File: src/sv/kms_pkg.sv
// Shared types and constants for the k-way merge with count summing.
package kms_pkg;

  localparam int unsigned KeyW    = 31;
  localparam int unsigned CntW    = 31;
  localparam int unsigned LaneW   = 4;
  localparam int unsigned MaskW   = 16;
  localparam int unsigned CfgW    = 5;
  localparam int unsigned AddrW   = 3;
  localparam int unsigned ApbDataW = 32;
  localparam int unsigned InDataW  = 72;
  localparam int unsigned OutDataW = 80;

  // Register index (word address paddr[2])
  localparam logic RegLanesInUse = 1'b0;

  localparam logic [CfgW-1:0] LanesReset = 5'd16;

  typedef logic signed [KeyW-1:0] key_t;
  typedef logic [CntW-1:0] cnt_t;

  // One refill request presented to the head store
  typedef struct packed {
    logic             en;
    logic [LaneW-1:0] lane;
    key_t             key;
    cnt_t             count;
    logic             is_end;
  } upd_t;

endpackage

File: src/sv/kms_heads.sv
// Lane head registers, ended flags and pending-refill mask.
module kms_heads #(
  parameter int unsigned LANE_CAP = 16
) (
  input  logic                 clk_i,
  input  logic                 rst_ni,
  input  kms_pkg::upd_t        upd_i,
  input  logic                 restart_i,
  input  logic [LANE_CAP-1:0]  use_mask_i,
  input  logic [LANE_CAP-1:0]  next_mask_i,
  output kms_pkg::key_t        key_nx_o [LANE_CAP],
  output kms_pkg::cnt_t        cnt_nx_o [LANE_CAP],
  output logic [LANE_CAP-1:0]  live_nx_o,
  output logic                 fire_o
);
  import kms_pkg::*;

  key_t                head_key_q [LANE_CAP];
  cnt_t                head_cnt_q [LANE_CAP];
  logic [LANE_CAP-1:0] ended_q, ended_d;
  logic [LANE_CAP-1:0] pending_q, pending_d;
  logic [LANE_CAP-1:0] sel;
  logic                hit;

  always_comb begin
    for (int i = 0; i < LANE_CAP; i++) begin
      sel[i] = (upd_i.lane == LaneW'(i));
    end
  end

  // pending only ever holds lanes in use, so this also checks the lane range
  assign hit = upd_i.en && |(sel & pending_q);

  always_comb begin
    for (int i = 0; i < LANE_CAP; i++) begin
      if (hit && sel[i] && !upd_i.is_end) begin
        key_nx_o[i] = upd_i.key;
        cnt_nx_o[i] = upd_i.count;
      end else begin
        key_nx_o[i] = head_key_q[i];
        cnt_nx_o[i] = head_cnt_q[i];
      end
    end
  end

  always_comb begin
    ended_d = ended_q;
    if (hit && upd_i.is_end) begin
      ended_d = ended_q | sel;
    end
  end

  assign live_nx_o = use_mask_i & ~ended_d;
  assign fire_o    = hit && ((pending_q & ~sel) == '0);

  always_comb begin
    pending_d = pending_q;
    if (restart_i) begin
      pending_d = use_mask_i;
    end else if (fire_o) begin
      pending_d = next_mask_i;
    end else if (hit) begin
      pending_d = pending_q & ~sel;
    end
  end

  always_ff @(posedge clk_i or negedge rst_ni) begin
    if (!rst_ni) begin
      ended_q   <= '0;
      pending_q <= '1;
    end else begin
      ended_q   <= restart_i ? '0 : ended_d;
      pending_q <= pending_d;
    end
  end

  always_ff @(posedge clk_i) begin
    for (int i = 0; i < LANE_CAP; i++) begin
      if (hit && sel[i] && !upd_i.is_end) begin
        head_key_q[i] <= upd_i.key;
        head_cnt_q[i] <= upd_i.count;
      end
    end
  end

endmodule

File: config.mk
export PLATFORM = sky130hd
export DESIGN_NAME = kms_heads
export DESIGN_NICKNAME = d
export VERILOG_FILES = /design/src/sv/kms_pkg.sv /design/src/sv/kms_heads.sv
export SDC_FILE = /design/constraint.sdc
export NUM_CORES = 1
export LEC_CHECK = 0
export ABC_CLOCK_PERIOD_IN_PS = 2900
export BUFFER_PORTS_ARGS = -buffer_cell sky130_fd_sc_hd__buf_2
export CAP_MARGIN = 20
export CORE_AREA = 2 2 437 439
export CTS_CLUSTER_SIZE = 24
export DETAILED_ROUTE_END_ITERATION = 7
export DIE_AREA = 0 0 439 441
export PLACE_DENSITY_LB_ADDON = 0.12
export SLEW_MARGIN = 25
export SYNTH_ARGS = -nofsm -noshare
export SYNTH_HDL_FRONTEND = slang
export SYNTH_SLANG_ARGS = --single-unit
export TNS_END_PERCENT = 100
File: constraint.sdc
create_clock -name clk_i -period 2.9 [get_ports clk_i]
set_input_delay 0.29 -clock clk_i [delete_from_list [all_inputs] [get_ports clk_i]]
set_output_delay 0.29 -clock clk_i [all_outputs]
set_load 0.02 [all_outputs]
==> results.yml <==
outcome:
  status: "finished with violations"
  violations: "setup timing"
route:
  drt_pre_antenna_iters: 4
  drc_errors: 0
  vias: 24300
  antenna_left: 0
  routedWlPerCell_um: 25.7
  wirelength_um: 164000
  drt_iter0_markers: 806
  viasPerCell: 3.82
finish:
  multi_input_area_um2: 14000
  drive_above_1_share: 0.661
  seqCellArea_um2: 20700
  finish.utilization: 0.278
  fin_cells: 6365
  final_nets: 3844
  syn_to_final_growth_pct: 50.0
  fillers: 19800
logic_synthesis:
  ys_types: 54
  synthTopCellsByCount: "dfxtp_1, mux2_2, mux2_4, clkbuf_1, mux2_1"
  synth-edff-count: 0
  synth_top_cell_by_area: "dfxtp_1"
  seq_area_frac_synth: 0.590
  synth_area_um2: 35000
  yosys.cell_count.top_type: "dfxtp_1"
  synth-async-reset-ratio: 0.0313
  mappedNetlistNets: 2540
  synthTopCellsByArea: "dfxtp_1, mux2_2, mux2_4"
  yosysTopAreaCellShare: 0.567
  synthCells: 2437
  synth-seq-cells: 1024
  synth.avg_cell_area_um2: 14.4
  yosys_warnings: 0
  yosys_most_used_dff: "dfxtp_1"
worst_setup_path:
  reg2reg_to: "pending_q[1]"
  start_kind: "flip-flop"
  worstPathMaxFanout: 6
  end_kind: "primary output"
  required_ps: 2610
  r2r_slack_ps: 40
  path_class: "flip-flop to primary output"
  r2r-start: "pending_q[4]"
  arrival_ps: 3420
  r2r_cells: 11
sta:
  rsz0062_at_grt: "yes"
  maxSlewHeadroom: 0.401
  hold_viol: 0
  setup_viol: 1009
  setup_slack_ps: -809
  worst_slew_pin_slew_ps: 899
  post-route-period-util: 1.28
  finalClockSkew_ps: 38.4
  fmax_ghz: 0.270
  fin_crit_ps: 3710
  fin_hold_ws_ps: 80.5
  slew_viol_final: 0
floorplan:
  die_h_um: 441
  placementRows: 160
  die_x_um: 439
  core_um2: 189000
  start_util: 0.185
  die-area_um2: 194000
  io_pins: 1112
clock_tree:
  tritoncts: "yes"
  cts-root-buf: "clkbuf_16"
  clk_pin_slew_ps: 60
  clockBufferDepth: 3
  cts_buffers: 121
  cts-htree-levels: 3
  clk_latency_ps: 770
  clkSinkCount: 1024
min_path:
  min_to: "head_key_q[0][41]"
  hold_class: "input port to flip-flop"
  min-delay-start: "upd_i[42]"
  hold_depth: 2
pwr:
  ir_drop_mv: 0.457
  power_density_nw_per_um2: 825
  power_mw: 43.3
  leakagePower_nw: 24.9
global_route:
  antenna_found_initial: 28
  grt_pass1_vias: 24200
  grt_max_degree: 46
  grt_pass1_wl_um: 211000
  grtUsageTotal: 0.158
  overflow: 0
job:
  drv_cap: 0
placed_design:
  dp_hpwl_um: 112000
  portBuffers: 1111
  place_ws_ps: -139
  place_inst: 6010
  gp_congestion: 0.766
## cells by family (layout without fill, tap and decap cells)
| group | after synthesis | count (layout) | synth area share |
|---|---|---|---|
| buf+inv | 197 | 1604 | 0.0344 |
| flops | 1024 | 1024 | 0.590 |
| mux | 1000 | 1000 | 0.334 |
| compound gates | 77 | 77 | 0.0164 |
| simple gates | 139 | 139 | 0.0247 |
| other cells | 0 | 10 | 0 |
## worst max path at each step
stage / startpoint / end / slack, ps / cells after the start
final: pending_q[4] / key_nx_o[75] / -810 / 12
after global routing: pending_q[4] / key_nx_o[75] / -950 / 12
after floorplan: pending_q[4] / key_nx_o[0] / 340 / 9
after global placement: upd_i[66] / cnt_nx_o[44] / -130 / 11
after detailed placement: upd_i[66] / cnt_nx_o[45] / -140 / 10
after CTS: pending_q[4] / key_nx_o[139] / -950 / 11
## through the flow
stage	cell area, µm²	setup TNS, ps
finish	52500	-683880
global route	52500	-830160
CTS	51100	-814320
detailed placement	44400	-31070
global placement	44400	-24670
floorplan	35000	0
## per-layer routing
layer | part of all wire | track usage
met3 | 0.068 | 0.0518
met4 | 0.029 | 0.0461
met1 | 0.39 | 0.176
met5 | 0.000079 | 0
met2 | 0.51 | 0.282
## state kept, by name, summed over array words and instances, names as in the netlist
name and flops:
head_key_q 496, ended_q 16, pending_q 16, head_cnt_q 496
## critical path, stage by stage (launching register included)
cell and delay (ps):
dfstp_2 540, inv_2 60, o32a_1 290, a31o_1 170, nand4_1 170, buf_12 150
buf_6 120, and3_4 210, buf_12 160, buf_12 130, buf_16 130, mux2_4 310
buf_4 160
## where the power goes
group | switching (mW) | leakage (nW) | internal [mW]
registers | 0.523 | 8.54 | 16.4
logic | 6.55 | 14.4 | 4.57
clock network | 6.37 | 1.97 | 8.87
## cell type report
class,instances,area share
Antenna cell,10,0.000476
Clock inverter,28,0.00464
Sequential cell,1024,0.394
Tap cell,2511,0.0598
Clock buffer,198,0.0714
Multi-Input combinational cell,1216,0.267
Inverter,4,0.000286
Timing Repair Buffer,1374,0.203
## placed cells by master (no fill, tap or decap), types with 14 or more instances in the layout
| master | count |
|---|---|
| nand2_1 | 17 |
| buf_16 | 25 |
| buf_4 | 141 |
| dfxtp_1 | 992 |
| and2_1 | 18 |
| clkbuf_16 | 132 |
| clkbuf_1 | 36 |
| dfrtp_1 | 16 |
| buf_6 | 200 |
| nor2b_1 | 14 |
| nor2_1 | 35 |
| mux2_4 | 334 |
| buf_12 | 75 |
| mux2_2 | 628 |
| dlygate4sd3_1 | 37 |
| mux2_1 | 31 |
| a31oi_1 | 22 |
| clkbuf_8 | 39 |
| clkinv_2 | 15 |
| buf_2 | 880 |
| dfstp_2 | 16 |
## repair_timing
| item | CTS | global route |
|---|---|---|
| pin swaps | 2 | 1 |
| gates cloned | 20 | 12 |
| endpoints found under the setup margin | 1009 | 1012 |
| hold buffers | 37 | 0 |
| resized for setup | 418 | 357 |
| buffers inserted | 41 | 18 |
| hold endpoints to repair | 76 | 0 |
Power figures use the tool's default switching activity.
